--- config.mk ---
export PLATFORM = sky130hd
export DESIGN_NAME = ibc_back
export DESIGN_NICKNAME = d
export VERILOG_FILES = /design/src/rtl/core/ibc_pkg.sv /design/src/rtl/core/ibc_back.sv
export SDC_FILE = /design/constraint.sdc
export NUM_CORES = 1
export LEC_CHECK = 0
export BUFFER_PORTS_ARGS = -buffer_cell sky130_fd_sc_hd__buf_4
export CAP_MARGIN = 5
export CORE_MARGIN = 5
export CORE_UTILIZATION = 49
export DETAILED_ROUTE_END_ITERATION = 16
export GPL_TIMING_DRIVEN = 0
export PLACE_DENSITY = 0.81
export SLEW_MARGIN = 20
export SYNTH_ARGS = -nofsm -noshare
export SYNTH_HDL_FRONTEND = slang
export SYNTH_SLANG_ARGS = --single-unit
--- constraint.sdc ---
create_clock -name clk -period 3 [get_ports clk]
set_clock_uncertainty 0.05 [all_clocks]
set_input_delay 0.45 -clock clk [delete_from_list [all_inputs] [get_ports clk]]
set_output_delay 0.45 -clock clk [all_outputs]
set_load 0.005 [all_outputs]
--- src/rtl/core/ibc_pkg.sv ---
// Shared types and constants of the remote-control bus frame checker.
// No dependencies; every other file of the block imports this package.
package ibc_pkg;

  localparam int FRAME_BYTES    = 32;
  localparam int CHANNELS       = 7;
  localparam int CH_FIRST_BYTE  = 2;
  localparam int CH_W           = 16;
  localparam int BYTE_W         = 8;
  localparam int CFG_W          = 16;
  localparam int CFG_ADDR_W     = 1;
  localparam int QUEUE_DEPTH_DEF = 2;

  localparam int OUT_DATA_BITS  = CHANNELS * CH_W + 2;
  localparam int OUT_DATA_W     = ((OUT_DATA_BITS + 7) / 8) * 8;

  localparam logic [CH_W-1:0] SUM_INIT = 16'hFFFF;

  localparam logic [CFG_ADDR_W-1:0] CFG_FAILSAFE_CODE  = 1'd0;
  localparam logic [CFG_ADDR_W-1:0] CFG_THROTTLE_FLOOR = 1'd1;

  localparam logic [CFG_W-1:0] FAILSAFE_CODE_RST  = 16'd1500;
  localparam logic [CFG_W-1:0] THROTTLE_FLOOR_RST = 16'd1010;

  localparam int CH_LEFT_VERTICAL = 2;
  localparam int CH_SWITCH_D      = 6;

  typedef logic [CHANNELS-1:0][CH_W-1:0] chan_set_t;

  typedef struct packed {
    logic      ok;
    chan_set_t chans;
  } frame_t;

endpackage

--- src/rtl/core/ibc_back.sv ---
// Back end: holds good channels and config, forms and registers each result.
// Depends on ibc_pkg; drains the frame record queue one entry per result.
module ibc_back (
  input  logic                           clk,
  input  logic                           rst_n,
  input  logic                           cfg_wr_en,
  input  logic [ibc_pkg::CFG_ADDR_W-1:0] cfg_addr,
  input  logic [ibc_pkg::CFG_W-1:0]      cfg_wdata,
  input  logic                           q_empty,
  input  ibc_pkg::frame_t                q_data,
  output logic                           pop,
  output logic                           out_tvalid,
  input  logic                           out_tready,
  output logic [ibc_pkg::OUT_DATA_W-1:0] out_tdata,
  output logic                           out_tuser
);
  import ibc_pkg::*;

  logic [CFG_W-1:0] failsafe_r, failsafe_nxt, floor_r, floor_nxt;
  chan_set_t        held_r, held_nxt;
  logic             valid_r, valid_nxt;
  logic             ok_r, ok_nxt;
  logic             fs_r, fs_nxt, tl_r, tl_nxt;

  always_comb begin
    failsafe_nxt = failsafe_r;
    floor_nxt    = floor_r;
    if (cfg_wr_en) begin
      case (cfg_addr)
        CFG_FAILSAFE_CODE:  failsafe_nxt = cfg_wdata;
        CFG_THROTTLE_FLOOR: floor_nxt    = cfg_wdata;
        default: ;
      endcase
    end
  end

  always_comb begin
    pop       = !q_empty && (!valid_r || out_tready);
    held_nxt  = held_r;
    ok_nxt    = ok_r;
    fs_nxt    = fs_r;
    tl_nxt    = tl_r;
    valid_nxt = valid_r && !out_tready;
    if (pop) begin
      if (q_data.ok) begin
        held_nxt = q_data.chans;
      end
      valid_nxt = 1'b1;
      ok_nxt    = q_data.ok;
      fs_nxt    = (held_nxt[CH_SWITCH_D] == failsafe_r);
      tl_nxt    = (held_nxt[CH_LEFT_VERTICAL] < floor_r);
    end
  end

  always_ff @(posedge clk) begin
    if (!rst_n) begin
      failsafe_r <= FAILSAFE_CODE_RST;
      floor_r    <= THROTTLE_FLOOR_RST;
      held_r     <= '0;
      valid_r    <= 1'b0;
    end else begin
      failsafe_r <= failsafe_nxt;
      floor_r    <= floor_nxt;
      held_r     <= held_nxt;
      valid_r    <= valid_nxt;
    end
  end

  always_ff @(posedge clk) begin
    ok_r <= ok_nxt;
    fs_r <= fs_nxt;
    tl_r <= tl_nxt;
  end

  assign out_tvalid = valid_r;
  assign out_tuser  = ok_r;
  assign out_tdata  = {{(OUT_DATA_W - OUT_DATA_BITS){1'b0}}, tl_r, fs_r, held_r};

  a_ok_updates_held: assert property (@(posedge clk) disable iff (!rst_n)
    (pop && q_data.ok) |=> (held_r == $past(q_data.chans)))
    else $error("good frame did not update held channels");

  a_bad_keeps_held: assert property (@(posedge clk) disable iff (!rst_n)
    !(pop && q_data.ok) |=> $stable(held_r))
    else $error("held channels changed without a good frame");

  a_pop_loads_out: assert property (@(posedge clk) disable iff (!rst_n)
    pop |=> (out_tvalid && out_tuser == $past(q_data.ok)))
    else $error("result register not loaded on pop");

endmodule

### Word level (Yosys, flattened, before mapping)

Index checks and enable logic that the tools add are counted.

| cells by class | value |
|---|---|
| order comparisons | 1 |
| equal/unequal tests | 2 |
| muxes and demuxes | 3 |
| bitwise logic cells | 1 |
| reduce and logical (&&, ||, !) cells | 9 |

Operators with widths:

| operator | number |
|---|---|
| 2-to-1 mux 112 bit | 2 |
| == test 16 bit | 1 |
| less-than comparator 16 bit | 1 |
| AND reduction 2 bit | 3 |
| zero test 1 bit | 3 |
| logical AND 1 bit | 2 |
| inequality test 2 bit (second input constant) | 1 |
| logical OR 1 bit | 1 |
| 2-to-1 mux 1 bit | 1 |
| inverter 1 bit | 1 |

| storage, ports and cells | value |
|---|---|
| flip-flop bits (word level) | 148 |
| input bits | 135 |
| output and inout port bits | 123 |
| word-level logic and storage cells | 29 |

### Longest topological paths before layout

Gate-level depths: netlist of the first run.

| logic depth | value |
|---|---|
| word-level depth | 5 |
| mapped depth | 8 |
| gate-level depth less buffers | 6 |

### Worst setup path after synthesis of the first run

Ideal clock, no wire load.

| path | value |
|---|---|
| path kind | input to register |
| start point | input q_data[112] (netlist name) |
| end point | register tl_r, data pin |
| setup time | 263 ps |
| arrival | 2183 ps |
| data required time | 2687 ps |
| slack | 504 ps |
| cell stages on the path | 8 |
| buffers on the path | 2 |
| cell sequence | buf_2 buf_2 mux2_2 ha_1 nand4_1 a2111oi_0 o2bb2ai_1 o21ai_0 |

| on the way | value |
|---|---|
| longest elaborated chain between the ends | 3 |

Ends and longest elaborated chain:

| item | line | text |
|---|---|---|
| start, declared | ibc_back.sv:10 | `input ibc_pkg::frame_t q_data,` |
| 2-to-1 mux 112 bit | ibc_back.sv:45 | `if (q_data.ok) begin` |
| 2-to-1 mux 112 bit | ibc_back.sv:44 | `if (pop) begin` |
| less-than comparator 16 bit | ibc_back.sv:51 | `tl_nxt = (held_nxt[CH_LEFT_VERTICAL] < floor_r);` |
| end signal, assigned | ibc_back.sv:72 | `tl_r <= tl_nxt;` |
| end, declared | ibc_back.sv:23 | `logic fs_r, fs_nxt, tl_r, tl_nxt;` |

No other way between the ends. The select of a mux whose other input is x is not followed.
A chain may end at the register's enable or synchronous reset.

### Worst setup path after layout of the first run

Same ends and word-level chain as after synthesis.

==> results of run 1 <==
==> Yosys cell counts (all sizes together) <==
cell type,instances
dfxtp,145
mux2i,114
nor2b,99
nand2,78
a21boi,33
clkbuf,26
buf,25
o21ai,18
inv,16
xor2,16
ha,15
mux2,15
o211ai,8
nand3,7
a21oi,6
nand4,5
edfxtp,3
o21a,3
a2111oi,1
and2,1
conb,1
nand2b,1
nor2,1
nor3,1
nor3b,1
nor4,1
nor4b,1
o21bai,1
o2bb2ai,1
==> registers in the layout, indices dropped and copies added, names as in the netlist <==
signal and count:
failsafe_r 16, floor_r 16, fs_r 1, out_tdata 112
out_tuser 1, out_tvalid 1, tl_r 1
==> routing by layer <==
metal / share of wire [%] / vias to the layer above / global-route usage [%]
met2: 48 / 197 / 35.94
met3: 8.9 / 17 / 8.955
met5: 0 / - / 0
met1: 42 / 2355 / 24.78
met4: 1.1 / 0 / 6.122
li1: - / 2683 / -
==> cells by family (layout without fill, tap and decap cells) <==
| logic type | Yosys count | in the layout |
|---|---|---|
| fa+ha+maj | 15 | 15 |
| compound gates | 71 | 71 |
| xor+xnor | 16 | 16 |
| buf+inv | 67 | 346 |
| flops | 148 | 148 |
| mux | 129 | 129 |
| simple gates | 196 | 196 |
| other cells | 1 | 6 |
==> stage by stage <==
| step | area, um2 | instances | hold WS (ns) | util, % |
|---|---|---|---|---|
| 3_3_place_gp | 8632 | 1073 | 0.4038 | 65.70 |
| 3_5_place_dp | 8632 | 1073 | 0.4122 | 65.70 |
| 2_1_floorplan | 6543 | 648 | 0.3887 | - |
| 5_1_grt | 9169 | 1103 | 0.1517 | 69.79 |
| 6_report | 9169 | 1103 | 0.1748 | 69.79 |
| 4_1_cts | 9169 | 1103 | 0.1553 | 69.79 |
==> report_power, final <==
part           internal [uW]  switching [uW]  total (uW)
sequential              2080            57.7        2130
clock                   1200             755        1950
combinational            411             300         710
==> layout make-up <==
class                      count  area (um2)  area share (%)
multi-input combinational    433        3163           34.50
sequential                   148        2993           32.64
timing repair buffer         249        1869           20.39
clock buffer                  25       486.7           5.308
buffer                        51       326.6           3.562
tap                          176       220.2           2.402
inverter                      16       60.06          0.6550
clock inverter                 5       50.05          0.5459
==> worst reg2reg max path, delay by kind of cell (launching register included) <==
family / cells / cell delay [ns]
compound gates: 3 / 0.65
fa+ha+maj: 1 / 0.33
flops: 1 / 0.32
mux: 1 / 0.28
simple gates: 1 / 0.14
==> path summary, 6_finish.rpt <==
path	to	slack [ns]
max	tl_r	0.55
min	out_tuser	0.17
max reg2reg	tl_r	0.98
min reg2reg	floor_r[2]	0.42
==> results.json, run 1 <==
{
  "synth_area_leaders": "dfxtp_1, mux2i_1, nor2b_1",
  "yosys_warnings": 0,
  "slowest_delay_ns": 0.41,
  "cts_hold_buf": 0,
  "muxShareOfSynthArea_pct": 20.08,
  "synth_xor_area_share_pct": 2.148,
  "critPathSlowestCell": "a2111oi_0",
  "gp_congestion": 0.8345,
  "diodes": 0,
  "synth_area_um2": 6524,
  "finalWorstPathRequiredPeriod_ns": 2.447,
  "synth-simple-area-share_pct": 15.75,
  "die_w_um": 125.4,
  "cts_root_buf": "clkbuf_16",
  "hpwl_um": 13310,
  "worst_slack_ns": 0.5530,
  "synth.distinct_cells": 33,
  "fmax_ghz": 0.4087,
  "area_growth_pct": 40.54,
  "htreeDepth": 4,
  "grt_pass1_vias": 5263,
  "hp-class": "in -> reg",
  "crit_start": "q_data[112]",
  "nNetsFinal": 1066,
  "fp-row-count": 42,
  "numCtsBuffers": 17,
  "cellPowerDensity_nw_per_um2": 523.0,
  "drtAntennaViolNets": 0,
  "layout_commonest_cell": "buf_4",
  "yosysSeqAreaShare_pct": 45.88,
  "yosysTopAreaCell": "dfxtp_1",
  "ys_ff_latch": 148,
  "drv_slew": 0,
  "worstPathMaxFanout": 10,
  "hold_depth": 1,
  "period_share_pct": 81.57,
  "netlist_instances": 643,
  "required_ns": 3.11,
  "first_iter_violations": 208,
  "drc": 0,
  "num_vias": 5252,
  "cts_resized": 0,
  "coreArea_um2": 13140,
  "routed_wl_um": 17040,
  "fp.dieH_um": 125.4,
  "final_cell_mix": "buf_4, dfxtp_1, mux2i_1",
  "ios": 258,
  "critPathKind": "in -> reg",
  "r2r_cells": 6,
  "grt_antenna_before_repair": 0,
  "via_per_inst": 4.762,
  "grt_use_total_pct": 21.27,
  "wl_per_cell_um": 15.45,
  "cap_violations": 0,
  "grt_max_degree": 17,
  "cts_tree": "done",
  "min-delay-start": "q_data[112]",
  "crit_path_frequent_cell": "buf_2",
  "finalPower_uw": 4796,
  "first_pass_iters": 5,
  "setup_violations": 0,
  "critPathLaunchType": "input pin",
  "rsz0062_at_grt": "false",
  "clk_latency_ns": 0.41,
  "synthAdderAreaFrac_pct": 2.877,
  "layout-drive-gt1-share_pct": 33.87,
  "cts_buffer_depth": 2,
  "dpl_worst_slack_ns": 0.07846,
  "grt-ovfl-total": 0,
  "io_buffers": 249,
  "cts_sinks": 148,
  "status": "completed",
  "synth_area_per_cell_um2": 10.15,
  "crit_cells": 9,
  "fin_tns_setup_ns": 0,
  "dieArea_um2": 15720,
  "critPathTopFamily": "compound AO/OA/AOI/OAI gates",
  "critPathBufInv": 3,
  "grt_pass1_wl_um": 27010,
  "fill_cells": 1036,
  "path_clk_slew_ns": 0.05,
  "synth_compound_area_share_pct": 7.288,
  "reg2reg_from": "out_tdata[43]",
  "hold_viol": 0,
  "vdd_ir_drop_max_v": 0.0003378,
  "post-cts-setup-buffers": 0,
  "crit_path_end_kind": "register",
  "power.leakage_uw": 0.004067,
  "synth_top_cell_area_share_pct": 44.50,
  "synth_top_family_by_area": "multiplexers",
  "critical_path_arrival_ns": 2.55,
  "start_util_pct": 49.66,
  "crit_chain": "buf_4, buf_2, buf_2, mux2_2, ha_1, nand4_1, a2111oi_0, o2bb2ai_1, o21ai_0"
}
Note: power is estimated with default switching activity, not from simulation.
==> run 2, diff against run 1 <==
- CORE_UTILIZATION: 49 -> 44
- PLACE_DENSITY: 0.81 -> 0.76
- clock period: 3 -> 2.05 ns (I/O delays scaled with it)
==> run 2 against run 1 <==
  * Sequential share of layout area decreased by 0.73 points
  * Worst hold slack worse by 0.14 ns
  * Via count rose by 0.34%
  * Clock power grew 78%
  * Non-clock buffer count unchanged
  * Utilization is 5.3 points lower
  * Critical path type is now reg -> out
  * Wire length up 3.2%
  * Design area grew 2.3%
  * Power increased by 60%
  * Register-to-register slack lost 0.81 ns
  * Largest power group is now clock
  * Largest cell class unchanged
  * Highest routed layer unchanged
  * Combinational power grew 51%
  * Die area increased by 10%
==> results.json, run 2 (same netlist as run 1, synthesis figures left out) <==
{
  "nNetsFinal": 1066,
  "via_per_inst": 4.739,
  "first_pass_iters": 4,
  "final_util_pct": 64.53,
  "first_iter_violations": 186,
  "drtAntennaViolNets": 0,
  "clk_latency_ns": 0.41,
  "crit_path_frequent_cell": "buf_4",
  "route.top_layer_used": "met4",
  "fp-row-count": 44,
  "dpl_worst_slack_ns": -0.3171,
  "slowest_delay_ns": 0.30,
  "finalWorstPathRequiredPeriod_ns": 1.978,
  "cts_sinks": 148,
  "critPathKind": "reg -> out",
  "grt_antenna_before_repair": 0,
  "dp.cells": 1081,
  "cts_buffer_depth": 2,
  "die_w_um": 131.8,
  "cellPowerDensity_nw_per_um2": 817.5,
  "post-cts-setup-buffers": 0,
  "status": "completed",
  "finalPower_uw": 7667,
  "grt_pass1_wl_um": 28290,
  "io_buffers": 249,
  "critPathTopFamily": "buffers and inverters",
  "htreeDepth": 4,
  "hpwl_um": 13630,
  "grt_pass1_vias": 5326,
  "num_vias": 5270,
  "wl_met3_um": 1534,
  "fmax_ghz": 0.5055,
  "diodes": 0,
  "critPathSlowestCell": "dfxtp_1",
  "hold_viol": 0,
  "largest_reg_flops": 112,
  "critPathLaunchType": "register",
  "area_growth_pct": 43.77,
  "vdd_ir_drop_max_v": 0.0004903,
  "cts_tree": "done",
  "setup_violations": 0,
  "grt-ovfl-total": 0,
  "crit_chain": "nor2b_1, buf_2, nor2_4, buf_4, buf_4",
  "crit_path_end_kind": "output pin",
  "layout-drive-gt1-share_pct": 35.13,
  "rsz0062_at_grt": "false",
  "required_ns": 1.69,
  "path_clk_slew_ns": 0.06,
  "grt_max_degree": 17,
  "hp-class": "in -> reg",
  "worst_slack_ns": 0.07168,
  "routed-wl-met2_um": 8052,
  "layout_commonest_cell": "buf_4",
  "wl_met1_um": 7541,
  "ios": 258,
  "dieArea_um2": 17360,
  "critical_path_arrival_ns": 1.62,
  "numCtsBuffers": 17,
  "grt_use_total_pct": 20.02,
  "power.leakage_uw": 0.004137,
  "cts_root_buf": "clkbuf_16",
  "period_share_pct": 96.50,
  "worstPathMaxFanout": 13,
  "gp_congestion": 0.7811,
  "instances_no_fill": 1112,
  "routed_wl_um": 17590,
  "fp.dieH_um": 131.8,
  "wl_per_cell_um": 15.82,
  "slew_headroom_pct": 64.57,
  "drc": 0,
  "final_cell_mix": "buf_4, dfxtp_1, mux2i_1",
  "start_util_pct": 44.89,
  "worst_slew_pin_slew_ns": 0.5315,
  "cap_violations": 0,
  "critPathBufInv": 3,
  "cts_hold_buf": 0,
  "coreArea_um2": 14530,
  "drv_slew": 0
}
run 2: timing repair:
action / in CTS / in global routing
pin swaps: 0 / 0
endpoints found under the setup margin: 1 / 1
gates resized for setup: 3 / 1
run 2: power breakdown:
group	leakage, uW	switching (uW)	internal (uW)
Sequential	0.00122	82.6	3040
Combinational	0.00260	453	612
Clock	0.000319	1210	2270
run 2: area by class of cell:
| class | count | area (um2) |
|---|---|---|
| fillers | 1264 | 5155 |
| multi-input cells | 433 | 3216 |
| flip-flops and latches | 148 | 2993 |
| repair buffers | 249 | 1869 |
| clock buffers | 17 | 425.4 |
| plain buffers | 51 | 351.6 |
| clock inverters | 14 | 234.0 |
| well taps | 184 | 230.2 |
| inverters | 16 | 60.06 |
run 2: path summary, 6_finish.rpt:
| path | start | end | slack (ns) | cells after the start |
|---|---|---|---|---|
| max | out_tvalid | pop | 0.07 | 5 |
| min | q_data[112] | out_tuser | 0.04 | 1 |
| max reg2reg | out_tdata[43] | tl_r | 0.17 | 6 |
| min reg2reg | floor_r[10] | floor_r[10] | 0.41 | 2 |
run 2: layer usage:
| layer | vias up | GRT usage [%] |
|---|---|---|
| met5 | - | 0 |
| li1 | 2691 | - |
| met1 | 2350 | 24.29 |
| met3 | 33 | 8.244 |
| met2 | 196 | 32.14 |
| met4 | 0 | 6.971 |
run 2: stage by stage:
stage / setup TNS, ns / hold WS [ns] / area, um2
finish: 0 / 0.03741 / 9379
global route: 0 / 0.02114 / 9379
CTS: 0 / 0.01921 / 9373
detailed placement: -0.3171 / 0.4086 / 8703
global placement: -0.2938 / 0.4051 / 8703
floorplan: 0 / 0.3564 / 6604
==> run 3, diff against run 2 <==
- PLACE_DENSITY: 0.76 -> 0.84
==> run 3 against run 2 <==
  * Combinational power hardly changed
  * Via count up 2.6%
  * Design area decreased by 0.61%
  * Worst hold slack got worse by 0.0040 ns
==> results.json, run 3 (same netlist as run 1, synthesis figures left out) <==
{
  "critPathTopFamily": "compound AO/OA/AOI/OAI gates",
  "die_w_um": 131.8,
  "vdd_ir_drop_max_v": 0.0005240,
  "first_iter_violations": 257,
  "fp.dieH_um": 131.8,
  "cts_sinks": 148,
  "critPathSlowestCell": "nor4b_1",
  "grt_pass1_wl_um": 29060,
  "rsz0062_at_grt": "false",
  "final_util_pct": 64.14,
  "finalPower_uw": 7388,
  "grt-ovfl-total": 0,
  "drc": 0,
  "status": "completed",
  "crit_path_end_kind": "register",
  "via_per_inst": 4.861,
  "num_vias": 5405,
  "critPathKind": "in -> reg",
  "cts_tree": "done",
  "required_ns": 2.27,
  "r2r_cells": 6,
  "timing.rr.end": "tl_r",
  "critPathLaunchType": "input pin",
  "final_cell_mix": "buf_4, dfxtp_1, mux2i_1",
  "fp-row-count": 44,
  "cap_violations": 0,
  "hold_viol": 0,
  "crit_chain": "buf_4, buf_6, buf_6, mux2_2, ha_1, nor4b_1, a2111oi_2, o2bb2ai_1, o21ai_0",
  "power.leakage_uw": 0.004112,
  "critical_path_arrival_ns": 2.18,
  "htreeDepth": 4,
  "cts_root_buf": "clkbuf_16",
  "largest_reg_flops": 112,
  "hold_depth": 1,
  "crit_cells": 9,
  "grt_pass1_vias": 5549,
  "cellPowerDensity_nw_per_um2": 792.6,
  "ios": 258,
  "post-cts-setup-buffers": 0,
  "io_buffers": 249,
  "cts_buffer_depth": 2,
  "fmax_ghz": 0.5117,
  "critPathBufInv": 3,
  "gp_congestion": 0.8188,
  "dieArea_um2": 17360,
  "routed_wl_um": 18620,
  "instances_no_fill": 1112,
  "crit_path_frequent_cell": "buf_6",
  "wl_per_cell_um": 16.75,
  "grt_use_total_pct": 20.82,
  "hp-class": "in -> reg",
  "crit_start": "q_data[112]",
  "worstPathMaxFanout": 10,
  "holdWs_ns": 0.03345,
  "first_pass_iters": 4,
  "slowest_delay_ns": 0.44,
  "grt_antenna_before_repair": 0,
  "clk_latency_ns": 0.42,
  "period_share_pct": 95.33,
  "drv_slew": 0,
  "setup_violations": 0,
  "area_growth_pct": 42.88,
  "slew_headroom_pct": 63.98,
  "numCtsBuffers": 17,
  "layout-drive-gt1-share_pct": 35.02,
  "dp.cells": 1081,
  "path_clk_slew_ns": 0.06,
  "min-delay-start": "q_data[112]",
  "coreArea_um2": 14530,
  "whs_endpoint": "out_tuser",
  "worst-r2r-setup-slack_ns": 0.14,
  "worst_slew_pin_slew_ns": 0.5403,
  "reg2reg_from": "out_tdata[34]",
  "start_util_pct": 44.89,
  "drtAntennaViolNets": 0,
  "finalWorstPathRequiredPeriod_ns": 1.954,
  "diodes": 0,
  "nNetsFinal": 1066,
  "grt_max_degree": 17,
  "layout_commonest_cell": "buf_4",
  "hpwl_um": 14690
}
-- run 3: changes by cell type in the layout (fill, tap and decap cells not counted) --
cell       delta
bufinv_16     -3
clkbuf_8      +2
clkinv_4      +1
inv_4         -1
inv_6         +1
nor4b_1       +1
nor4b_2       -1
-- run 3: how the worst max path moves through the flow --
stage | endpoint | slack, ns
after global routing | tl_r | 0.006
after floorplan | tl_r | 0.005
after global placement | tl_r | -0.28
after detailed placement | tl_r | -0.34
after CTS | pop | 0.09
final | tl_r | 0.1
-- run 3: final cells by class --
class	instances	area (um2)
buffer	51	351.6
inverter	16	60.06
clock inverter	12	155.1
timing repair buffer	249	1869
clock buffer	19	452.9
multi-input combinational	433	3209
fill	1222	5213
sequential	148	2993
tap	184	230.2
-- run 3: worst register-to-register path: cells and delay by family (launching register included) --
kind	cells	cell delay, ns
adder cells (fa/ha/maj)	1	0.22
AO/OA/AOI/OAI	3	0.44
multiplexers	1	0.30
AND/OR/NAND/NOR	1	0.44
flip-flops	1	0.32
-- run 3: repair_timing --
item	CTS	global route
gates resized for setup	3	0
hold buffers	0	0
hold endpoints to repair	0	0
setup endpoints to repair	1	0
-- run 3: routing by layer --
metal,wire length (um),up-vias,GRT usage (%)
met4,558,0,8.686
met3,1092,39,5.954
met2,9023,194,34.59
met1,7947,2492,25.33
met5,0,-,0
li1,-,2680,-
-- run 3: power breakdown --
| group | leakage, uW | switching [uW] | total, uW | internal, uW |
|---|---|---|---|---|
| Clock | 0.000295 | 1220 | 3190 | 1970 |
| Sequential | 0.00122 | 82.3 | 3120 | 3040 |
| Combinational | 0.00260 | 466 | 1080 | 613 |
| Total | 0.00411 | 1770 | 7390 | 5620 |
-- run 3: per-stage QoR --
stage,TNS (ns),setup slack [ns],instance area [um2]
2_1_floorplan,0,0.005290,6604
3_3_place_gp,-0.2809,-0.2779,8703
3_5_place_dp,-0.4716,-0.3372,8703
4_1_cts,0,0.08678,9321
5_1_grt,0,0.005519,9321
6_report,0,0.09576,9321
